$ cat config.mk
export PLATFORM = sky130hd
export DESIGN_NAME = depth_feed_packet_decoder_top
export DESIGN_NICKNAME = d
export VERILOG_FILES = /design/src/rtl/core/dfpd_pkg.sv /design/src/rtl/core/dfpd_front.sv /design/src/rtl/core/dfpd_queue.sv /design/src/rtl/core/dfpd_back.sv /design/src/rtl/core/depth_feed_packet_decoder_top.sv
export VERILOG_INCLUDE_DIRS = /design/src /design/src/rtl/core
export SDC_FILE = /design/constraint.sdc
export NUM_CORES = 2
export LEC_CHECK = 0
export ABC_AREA = 0
export BUFFER_PORTS_ARGS = -buffer_cell sky130_fd_sc_hd__buf_2
export CAP_MARGIN = 20
export CORE_MARGIN = 3
export CORE_UTILIZATION = 50
export DETAILED_ROUTE_END_ITERATION = 7
export PLACE_DENSITY = 0.72
export SLEW_MARGIN = 15
export SYNTH_ARGS = -nofsm -noshare
export SYNTH_HDL_FRONTEND = slang
export SYNTH_HIERARCHICAL = 1
export SYNTH_SLANG_ARGS = --single-unit
$ cat constraint.sdc
create_clock -name clk -period 24.8 [get_ports clk]
set_input_delay 3.72 -clock clk [delete_from_list [all_inputs] [get_ports clk]]
set_output_delay 3.72 -clock clk [all_outputs]
set_load 0.02 [all_outputs]
$ cat src/rtl/core/depth_feed_packet_decoder_top_defines.svh
// Assertion macros used by the decoder's queue module.
`ifndef DEPTH_FEED_PACKET_DECODER_TOP_DEFINES_SVH
`define DEPTH_FEED_PACKET_DECODER_TOP_DEFINES_SVH

// The consequent must hold in the same cycle as the antecedent.
`define DFPD_ASSERT_IMP(label, ante, cons) \
	label: assert property (@(posedge clk) disable iff (!arst_n) (ante) |-> (cons)) \
		else $error("dfpd assertion failed");

// The consequent must hold in the cycle after the antecedent.
`define DFPD_ASSERT_NEXT(label, ante, cons) \
	label: assert property (@(posedge clk) disable iff (!arst_n) (ante) |=> (cons)) \
		else $error("dfpd assertion failed");

`endif

$ cat src/rtl/core/dfpd_pkg.sv
package dfpd_pkg;

	localparam int LEVEL_COUNT  = 20;
	localparam int HEADER_BYTES = 12;
	localparam int LEVEL_BYTES  = 20;
	localparam int PKT_BYTES    = HEADER_BYTES + LEVEL_BYTES * LEVEL_COUNT;

	localparam int POS_W = 11;
	localparam int OFS_W = 5;
	localparam int LVL_W = 6;

	localparam int QUEUE_DEPTH = 4;
	localparam int QPTR_W      = 2;
	localparam int QCNT_W      = 3;

	localparam logic [26:0] PRICE_SCALE = 27'd100000000;
	localparam logic [63:0] INT64_MAX   = 64'h7FFF_FFFF_FFFF_FFFF;

	typedef enum logic {
		CFG_BID = 1'b0,
		CFG_ASK = 1'b1
	} cfg_idx_t;

	// One queue entry: what one accepted byte produced.
	typedef struct packed {
		logic        has_level;
		logic        has_report;
		logic [31:0] instrument_id;
		logic [31:0] sequence_number;
		logic        side;
		logic [5:0]  level_index;
		logic        last_level;
		logic        present;
		logic [63:0] price_bits;
		logic [63:0] quantity;
		logic [31:0] order_count;
		logic [31:0] bytes_parsed;
	} job_t;

endpackage

$ cat src/rtl/core/dfpd_front.sv
module dfpd_front (
	input  logic              clk,
	input  logic              arst_n,
	input  logic              accept,
	input  logic [7:0]        data_byte,
	input  logic              buffer_end,
	input  logic [7:0]        bid_resp,
	input  logic [7:0]        ask_resp,
	output logic              push,
	output dfpd_pkg::job_t    job
);
	import dfpd_pkg::*;

	logic [POS_W-1:0] pos_q;
	logic [OFS_W-1:0] ofs_q;
	logic [LVL_W-1:0] lvl_q;
	logic [15:0]      len_q;
	logic [7:0]       code_q;
	logic [31:0]      sec_q;
	logic [31:0]      seq_q;
	logic [63:0]      price_q;
	logic [63:0]      qty_q;
	logic [31:0]      cnt_q;
	logic [31:0]      cons_q;

	logic        in_hdr;
	logic        level_done;
	logic        wrap;
	logic        is_bid;
	logic        is_ask;
	logic        pkt_ok;
	logic [32:0] cons_sum;
	logic [31:0] cons_next;
	logic [31:0] cnt_full;

	assign in_hdr     = pos_q < POS_W'(HEADER_BYTES);
	assign level_done = !in_hdr && ofs_q == OFS_W'(LEVEL_BYTES - 1);
	assign wrap       = pos_q == POS_W'(PKT_BYTES - 1);
	assign is_bid     = code_q == bid_resp;
	assign is_ask     = code_q == ask_resp;
	assign pkt_ok     = len_q == 16'(PKT_BYTES) && (is_bid || is_ask);
	assign cons_sum   = {1'b0, cons_q} + 33'(PKT_BYTES);
	assign cons_next  = !wrap ? cons_q : (cons_sum[32] ? 32'hFFFF_FFFF : cons_sum[31:0]);
	assign cnt_full   = {data_byte, cnt_q[23:0]};

	always_comb begin
		job                 = '0;
		job.has_level       = level_done && pkt_ok;
		job.has_report      = buffer_end;
		job.instrument_id   = sec_q;
		job.sequence_number = seq_q;
		job.side            = !is_bid;
		job.level_index     = lvl_q;
		job.last_level      = lvl_q == LVL_W'(LEVEL_COUNT - 1);
		// Positive price, not NaN, nonzero quantity: sign clear, nonzero, and not an all-ones
		// exponent with a nonzero fraction. Infinity counts as positive.
		job.present         = !price_q[63] && price_q[62:0] != '0 &&
			!(price_q[62:52] == 11'h7FF && price_q[51:0] != '0) && qty_q != '0;
		job.price_bits      = price_q;
		job.quantity        = qty_q;
		job.order_count     = cnt_full;
		job.bytes_parsed    = cons_next;
	end

	assign push = accept && (job.has_level || job.has_report);

	always_ff @(posedge clk or negedge arst_n) begin
		if (!arst_n) begin
			pos_q   <= '0;
			ofs_q   <= '0;
			lvl_q   <= '0;
			len_q   <= '0;
			code_q  <= '0;
			sec_q   <= '0;
			seq_q   <= '0;
			price_q <= '0;
			qty_q   <= '0;
			cnt_q   <= '0;
			cons_q  <= '0;
		end else if (accept) begin
			if (in_hdr) begin
				case (pos_q)
					POS_W'(0): len_q[7:0]  <= data_byte;
					POS_W'(1): len_q[15:8] <= data_byte;
					POS_W'(2): code_q      <= data_byte;
					POS_W'(3): ;
					default: begin
						if (pos_q < POS_W'(8)) begin
							sec_q[8*pos_q[1:0] +: 8] <= data_byte;
						end else begin
							seq_q[8*pos_q[1:0] +: 8] <= data_byte;
						end
					end
				endcase
			end else if (ofs_q < OFS_W'(8)) begin
				price_q[8*ofs_q[2:0] +: 8] <= data_byte;
			end else if (ofs_q < OFS_W'(16)) begin
				qty_q[8*ofs_q[2:0] +: 8] <= data_byte;
			end else begin
				cnt_q[8*ofs_q[1:0] +: 8] <= data_byte;
			end

			if (wrap || buffer_end) begin
				pos_q <= '0;
				ofs_q <= '0;
				lvl_q <= '0;
			end else begin
				pos_q <= pos_q + POS_W'(1);
				if (!in_hdr) begin
					if (level_done) begin
						ofs_q <= '0;
						lvl_q <= lvl_q + LVL_W'(1);
					end else begin
						ofs_q <= ofs_q + OFS_W'(1);
					end
				end
			end

			cons_q <= buffer_end ? '0 : cons_next;
		end
	end

endmodule

$ cat src/rtl/core/dfpd_queue.sv
module dfpd_queue (
	input  logic           clk,
	input  logic           arst_n,
	input  logic           push,
	input  dfpd_pkg::job_t wr_job,
	output logic           full,
	input  logic           pop,
	output logic           empty,
	output dfpd_pkg::job_t rd_job
);
	import dfpd_pkg::*;
	`include "depth_feed_packet_decoder_top_defines.svh"

	job_t              mem_q [QUEUE_DEPTH];
	logic [QPTR_W-1:0] wr_ptr_q;
	logic [QPTR_W-1:0] rd_ptr_q;
	logic [QCNT_W-1:0] count_q;

	assign full   = count_q == QCNT_W'(QUEUE_DEPTH);
	assign empty  = count_q == '0;
	assign rd_job = mem_q[rd_ptr_q];

	always_ff @(posedge clk) begin
		if (push) begin
			mem_q[wr_ptr_q] <= wr_job;
		end
	end

	always_ff @(posedge clk or negedge arst_n) begin
		if (!arst_n) begin
			wr_ptr_q <= '0;
			rd_ptr_q <= '0;
			count_q  <= '0;
		end else begin
			if (push) begin
				wr_ptr_q <= wr_ptr_q + QPTR_W'(1);
			end
			if (pop) begin
				rd_ptr_q <= rd_ptr_q + QPTR_W'(1);
			end
			count_q <= count_q + QCNT_W'(push) - QCNT_W'(pop);
		end
	end

	`DFPD_ASSERT_IMP(a_no_push_full, push, !full)
	`DFPD_ASSERT_IMP(a_no_pop_empty, pop, !empty)
	`DFPD_ASSERT_NEXT(a_count_up, push && !pop, count_q == $past(count_q) + QCNT_W'(1))

endmodule

$ cat src/rtl/core/dfpd_back.sv
module dfpd_back (
	input  logic           clk,
	input  logic           arst_n,
	input  logic           q_empty,
	input  dfpd_pkg::job_t q_job,
	output logic           pop,
	output logic           out_valid,
	input  logic           out_ready,
	output logic           result_kind,
	output logic [31:0]    instrument_id,
	output logic           side,
	output logic [31:0]    sequence_number,
	output logic [5:0]     level_index,
	output logic [63:0]    price_fixed,
	output logic [63:0]    quantity,
	output logic [31:0]    order_count,
	output logic           level_present,
	output logic           last_level,
	output logic [31:0]    bytes_parsed
);
	import dfpd_pkg::*;

	logic        advance;
	job_t        job_s1, job_s2, job_s3, job_s4, job_q;
	logic        vld_s1, vld_s2, vld_s3, vld_s4;
	logic [53:0] plo_s1;
	logic [52:0] phi_s1;
	logic [79:0] prod_s2;
	logic [53:0] rnd_s3;
	logic signed [12:0] exp_s3;
	logic        zero_s3, sat_s3;
	logic [63:0] fix_s4, fix_q;

	logic [52:0] mant;
	logic [10:0] bexp;
	logic [52:0] top53;
	logic        guard, sticky;
	logic [53:0] rnd_c;
	logic signed [12:0] exp_c;
	logic [12:0] neg_e;
	logic [63:0] wide_r, shl, fix_c;
	logic        show_lvl;

	assign bexp = q_job.price_bits[62:52];
	assign mant = {bexp != '0, q_job.price_bits[51:0]};

	// The exact product is below 2^80; for a normal input its top bit sits at 79 or 78.
	always_comb begin
		if (prod_s2[79]) begin
			top53  = prod_s2[79:27];
			guard  = prod_s2[26];
			sticky = prod_s2[25:0] != '0;
			exp_c  = $signed({2'b00, job_s2.price_bits[62:52]}) + 13'sd27 - 13'sd1075;
		end else begin
			top53  = prod_s2[78:26];
			guard  = prod_s2[25];
			sticky = prod_s2[24:0] != '0;
			exp_c  = $signed({2'b00, job_s2.price_bits[62:52]}) + 13'sd26 - 13'sd1075;
		end
		rnd_c = {1'b0, top53} + 54'(guard && (sticky || top53[0]));
	end

	assign wide_r = {10'b0, rnd_s3};
	assign neg_e  = 13'(-exp_s3);
	assign shl    = wide_r << exp_s3[3:0];

	always_comb begin
		if (sat_s3) begin
			fix_c = INT64_MAX;
		end else if (zero_s3) begin
			fix_c = '0;
		end else if (!exp_s3[12]) begin
			if (exp_s3 > 13'sd10 || shl[63]) begin
				fix_c = INT64_MAX;
			end else begin
				fix_c = shl;
			end
		end else if (neg_e >= 13'd54) begin
			fix_c = '0;
		end else begin
			fix_c = wide_r >> neg_e[5:0];
		end
	end

	assign out_valid = job_q.has_level || job_q.has_report;
	assign advance   = !out_valid || (out_ready && !(job_q.has_level && job_q.has_report));
	assign pop       = advance && !q_empty;

	always_ff @(posedge clk) begin
		if (advance) begin
			job_s1  <= q_job;
			plo_s1  <= 54'(mant[26:0] * PRICE_SCALE);
			phi_s1  <= 53'(mant[52:27] * PRICE_SCALE);
			job_s2  <= job_s1;
			prod_s2 <= {phi_s1, 27'b0} + 80'(plo_s1);
			job_s3  <= job_s2;
			rnd_s3  <= rnd_c;
			exp_s3  <= exp_c;
			zero_s3 <= !job_s2.present || job_s2.price_bits[62:52] == '0;
			sat_s3  <= job_s2.price_bits[62:52] == 11'h7FF;
			job_s4  <= job_s3;
			fix_s4  <= fix_c;
			fix_q   <= fix_s4;
		end
	end

	always_ff @(posedge clk or negedge arst_n) begin
		if (!arst_n) begin
			vld_s1 <= 1'b0;
			vld_s2 <= 1'b0;
			vld_s3 <= 1'b0;
			vld_s4 <= 1'b0;
			job_q  <= '0;
		end else if (advance) begin
			vld_s1 <= pop;
			vld_s2 <= vld_s1;
			vld_s3 <= vld_s2;
			vld_s4 <= vld_s3;
			job_q  <= vld_s4 ? job_s4 : '0;
		end else if (out_ready) begin
			// Level word taken; the report of the same byte follows.
			job_q.has_level <= 1'b0;
		end
	end

	assign show_lvl = job_q.has_level;

	always_comb begin
		result_kind     = !show_lvl;
		instrument_id   = show_lvl ? job_q.instrument_id : '0;
		side            = show_lvl && job_q.side;
		sequence_number = show_lvl ? job_q.sequence_number : '0;
		level_index     = show_lvl ? job_q.level_index : '0;
		last_level      = show_lvl && job_q.last_level;
		level_present   = show_lvl && job_q.present;
		price_fixed     = level_present ? fix_q : '0;
		quantity        = level_present ? job_q.quantity : '0;
		order_count     = level_present ? job_q.order_count : '0;
		bytes_parsed    = show_lvl ? '0 : job_q.bytes_parsed;
	end

endmodule

$ cat src/rtl/core/depth_feed_packet_decoder_top.sv
// Depth feed packet decoder. Takes one feed byte per cycle while in_ready is high (a
// word per byte, with buffer_end on the last byte of a buffer) and splits it into fixed
// 412-byte depth packets: a 12-byte little-endian header followed by 20 levels of price
// (IEEE double), quantity and order count. Packets whose length field is wrong or whose
// response code matches neither the bid nor the ask response code are skipped but still
// counted. Each level of a good packet yields one result word, with the price scaled by
// 1e8, rounded to double precision, truncated toward zero and saturated to the signed
// 64-bit range. A buffer_end byte yields a report word with the bytes consumed in whole
// packets, after the level word if both fall on the same byte. The block sustains one
// byte per cycle while the output is ready; a result passes through the queue, the price
// pipeline and the output register. The rate is set by the front parser, which takes a
// byte every cycle while the four-entry queue has room; the only slower case is a byte
// that yields two words, which stalls the back end until its level word is taken.
// Write the response code registers only while the block is idle.
module depth_feed_packet_decoder_top (
	input  logic        clk,
	input  logic        arst_n,
	input  logic        cfg_we,
	input  logic        cfg_index,
	input  logic [7:0]  cfg_data,
	input  logic        in_valid,
	output logic        in_ready,
	input  logic [7:0]  data_byte,
	input  logic        buffer_end,
	output logic        out_valid,
	input  logic        out_ready,
	output logic        result_kind,
	output logic [31:0] instrument_id,
	output logic        side,
	output logic [31:0] sequence_number,
	output logic [5:0]  level_index,
	output logic [63:0] price_fixed,
	output logic [63:0] quantity,
	output logic [31:0] order_count,
	output logic        level_present,
	output logic        last_level,
	output logic [31:0] bytes_parsed
);
	import dfpd_pkg::*;

	logic [7:0] bid_resp_q;
	logic [7:0] ask_resp_q;
	logic       accept;
	logic       push;
	logic       pop;
	logic       q_full;
	logic       q_empty;
	job_t       wr_job;
	job_t       rd_job;

	// Code registers; the bid and ask response codes reset to 41 and 51.
	always_ff @(posedge clk or negedge arst_n) begin
		if (!arst_n) begin
			bid_resp_q <= 8'd41;
			ask_resp_q <= 8'd51;
		end else if (cfg_we) begin
			if (cfg_index == CFG_BID) begin
				bid_resp_q <= cfg_data;
			end else begin
				ask_resp_q <= cfg_data;
			end
		end
	end

	// A byte is taken whenever the queue can hold whatever it may produce.
	assign in_ready = !q_full;
	assign accept   = in_valid && in_ready;

	dfpd_front u_front (
		.clk        (clk),
		.arst_n     (arst_n),
		.accept     (accept),
		.data_byte  (data_byte),
		.buffer_end (buffer_end),
		.bid_resp   (bid_resp_q),
		.ask_resp   (ask_resp_q),
		.push       (push),
		.job        (wr_job)
	);

	dfpd_queue u_queue (
		.clk    (clk),
		.arst_n (arst_n),
		.push   (push),
		.wr_job (wr_job),
		.full   (q_full),
		.pop    (pop),
		.empty  (q_empty),
		.rd_job (rd_job)
	);

	// The back end converts the price in a four-stage pipeline and holds the
	// finished word in an output register.
	dfpd_back u_back (
		.clk             (clk),
		.arst_n          (arst_n),
		.q_empty         (q_empty),
		.q_job           (rd_job),
		.pop             (pop),
		.out_valid       (out_valid),
		.out_ready       (out_ready),
		.result_kind     (result_kind),
		.instrument_id   (instrument_id),
		.side            (side),
		.sequence_number (sequence_number),
		.level_index     (level_index),
		.price_fixed     (price_fixed),
		.quantity        (quantity),
		.order_count     (order_count),
		.level_present   (level_present),
		.last_level      (last_level),
		.bytes_parsed    (bytes_parsed)
	);

endmodule
==> flow_metrics.env <==
export IMPL_cp_max_fo=40
export IMPL_initial_core_util_pct=50.3
export IMPL_die_x_um=515
export IMPL_cts_resized=0
export IMPL_cts_setup_buffers=0
export IMPL_layout_commonest_cell="edfxtp_1"
export IMPL_firstDrtPassIters=6
export IMPL_use_met2_pct=34.8
export IMPL_synth_net_count=9570
export IMPL_grt_max_degree=211
export IMPL_area_growth_pct=11.0
export IMPL_setup_viol=0
export IMPL_netlist_area_mm2=0.129
export IMPL_rr_endpoint="u_back/phi_s1[52]"
export IMPL_rows=186
export IMPL_clockRootBuffer="clkbuf_16"
export IMPL_critPathLaunchType="flop"
export IMPL_die_y_um=515
export IMPL_synth_cells=8677
export IMPL_via_per_inst=5.69
export IMPL_worst_hold_path_endpoint="u_back/job_s2[78]"
export IMPL_cts_buffers=294
export IMPL_grt_util_met1_pct=31.1
export IMPL_grt_pass1_vias=72500
export IMPL_overflow=0
export IMPL_rsz0062_at_grt="no"
export IMPL_place_hpwl_mm=189
export IMPL_status="complete, no violations"
export IMPL_hp_class="flop to flop"
export IMPL_ctsHoldBuffers=0
export IMPL_core_area_mm2=0.257
export IMPL_drive_gt1_share_pct=16.3
export IMPL_io_buffers=290
export IMPL_grt_usage_pct=21.7
export IMPL_place_congestion=0.925
export IMPL_ios=291
export IMPL_maxCapViolCount=0
export IMPL_finalHoldViolations=0
export IMPL_routed_wl_mm=289
export IMPL_design_final_nets=9857
export IMPL_fin_crit_sh_pct=39.9
export IMPL_tightest_slew_ns=1.23
export IMPL_max_freq_mhz=101
export IMPL_die_area_mm2=0.265
export IMPL_met3_usage_pct=3.60
export IMPL_holdPathStages=0
export IMPL_grt_busiest_layer="met2"
export IMPL_skew_ns=0.0978
export IMPL_endpoint_kind="flop"
export IMPL_drc=0
export IMPL_cts_tree="done"
export IMPL_clk_latency_ns=0.93
export IMPL_rrSetupSlack_ns=14.90
export IMPL_avgSynthCellArea_um2=14.9
export IMPL_antenna_found_initial=9
export IMPL_num_vias=71500
export IMPL_drtIter0Drc=6669
export IMPL_reg2reg_from="u_queue/rd_ptr_q[0]"
export IMPL_critPathRequiredTime_ns=25.53
export IMPL_ant_nets=0
export IMPL_clkTransAtPathRegs_ns=0.06
export IMPL_fin_tns_setup_ns=0
export IMPL_wl_per_cell_um=23.0
export IMPL_cts_sinks=2782
export IMPL_crit_arrival_ns=10.63
export IMPL_crit_type="flop to flop"
export IMPL_slew_headroom_pct=18.2
export IMPL_worstRegToRegCells=23
export IMPL_clock_path_buffers=4
export IMPL_drv_slew=0
export IMPL_final_cell_mix="edfxtp_1, nand2_1, inv_1"
export IMPL_min_period_ns=9.90
export IMPL_synth_warnings=6
export IMPL_min_from="u_back/job_s1[78]"
export IMPL_h_tree_depth=5
export IMPL_crit_start="u_queue/rd_ptr_q[0]"
export IMPL_grt_pass1_wl_mm=442
[cell type report]
class,instances,area [um^2]
Fill cell,19800,114000
Sequential cell,2782,80900
Multi-Input combinational cell,4724,43800
Clock buffer,399,8230
Tap cell,3384,4230
Inverter,779,2930
Timing Repair Buffer,383,2340
Clock inverter,117,1050
Antenna cell,8,20.0
[worst max path at each step]
stage	end	slack, ns	depth (start not counted)
after detailed placement	u_back/phi_s1[52]	14.84	23
after global routing	u_back/phi_s1[52]	14.09	23
after CTS	u_back/phi_s1[52]	14.81	23
after global placement	u_back/phi_s1[52]	14.71	23
after floorplan	u_back/exp_s3[0]	1.42	6
final	u_back/phi_s1[52]	14.90	23
[state kept, by name, indices dropped and copies added (netlist names), 32 cells and up]
name	flops
u_back/job_q	202
u_front/price_q	64
u_back/fix_q	64
u_back/job_s4	203
u_back/phi_s1	40
u_front/qty_q	64
u_back/prod_s2	67
u_front/sec_q	32
u_back/job_s1	224
u_back/plo_s1	41
u_front/cons_q	32
u_back/job_s3	203
u_back/job_s2	219
u_back/rnd_s3	54
u_queue/mem_q	1064
u_front/seq_q	32
u_back/fix_s4	64
[metrics by stage]
stage	std cells	utilization (%)	setup slack, ns	cell area [um^2]	hold WS [ns]
floorplan	8677	-	1.42	129000	0.400
global placement	12000	52.1	14.71	134000	0.401
detailed placement	12000	52.2	14.84	134000	0.405
CTS	12600	55.8	14.81	143000	0.363
global route	12600	55.8	14.09	144000	0.377
finish	12600	55.8	14.90	144000	0.372
[worst max-delay path, cell delays in order (launching register included)]
cell	delay, ns
dfrtp_4	0.95
buf_4	0.67
buf_4	0.68
mux4_2	0.61
nor4_1	0.35
nand3_1	0.49
buf_4	0.38
ha_1	0.36
fa_1	0.55
inv_1	0.06
fa_1	0.53
fa_1	0.45
fa_1	0.54
inv_1	0.05
fa_1	0.53
inv_1	0.04
ha_1	0.34
a21oi_1	0.20
nand3_1	0.10
a41o_1	0.23
a2111oi_0	0.70
o21ai_0	0.34
and4_1	0.29
nor3_1	0.17
[per-layer routing]
metal,share of wire [%],up-vias
met4,2.5,0
met3,6.8,419
met2,48,2509
li1,-,32000
met5,0,-
met1,43,36600
Power is not shown: default switching activity piles up to over one toggle a cycle in this logic, so the estimate is an artifact.
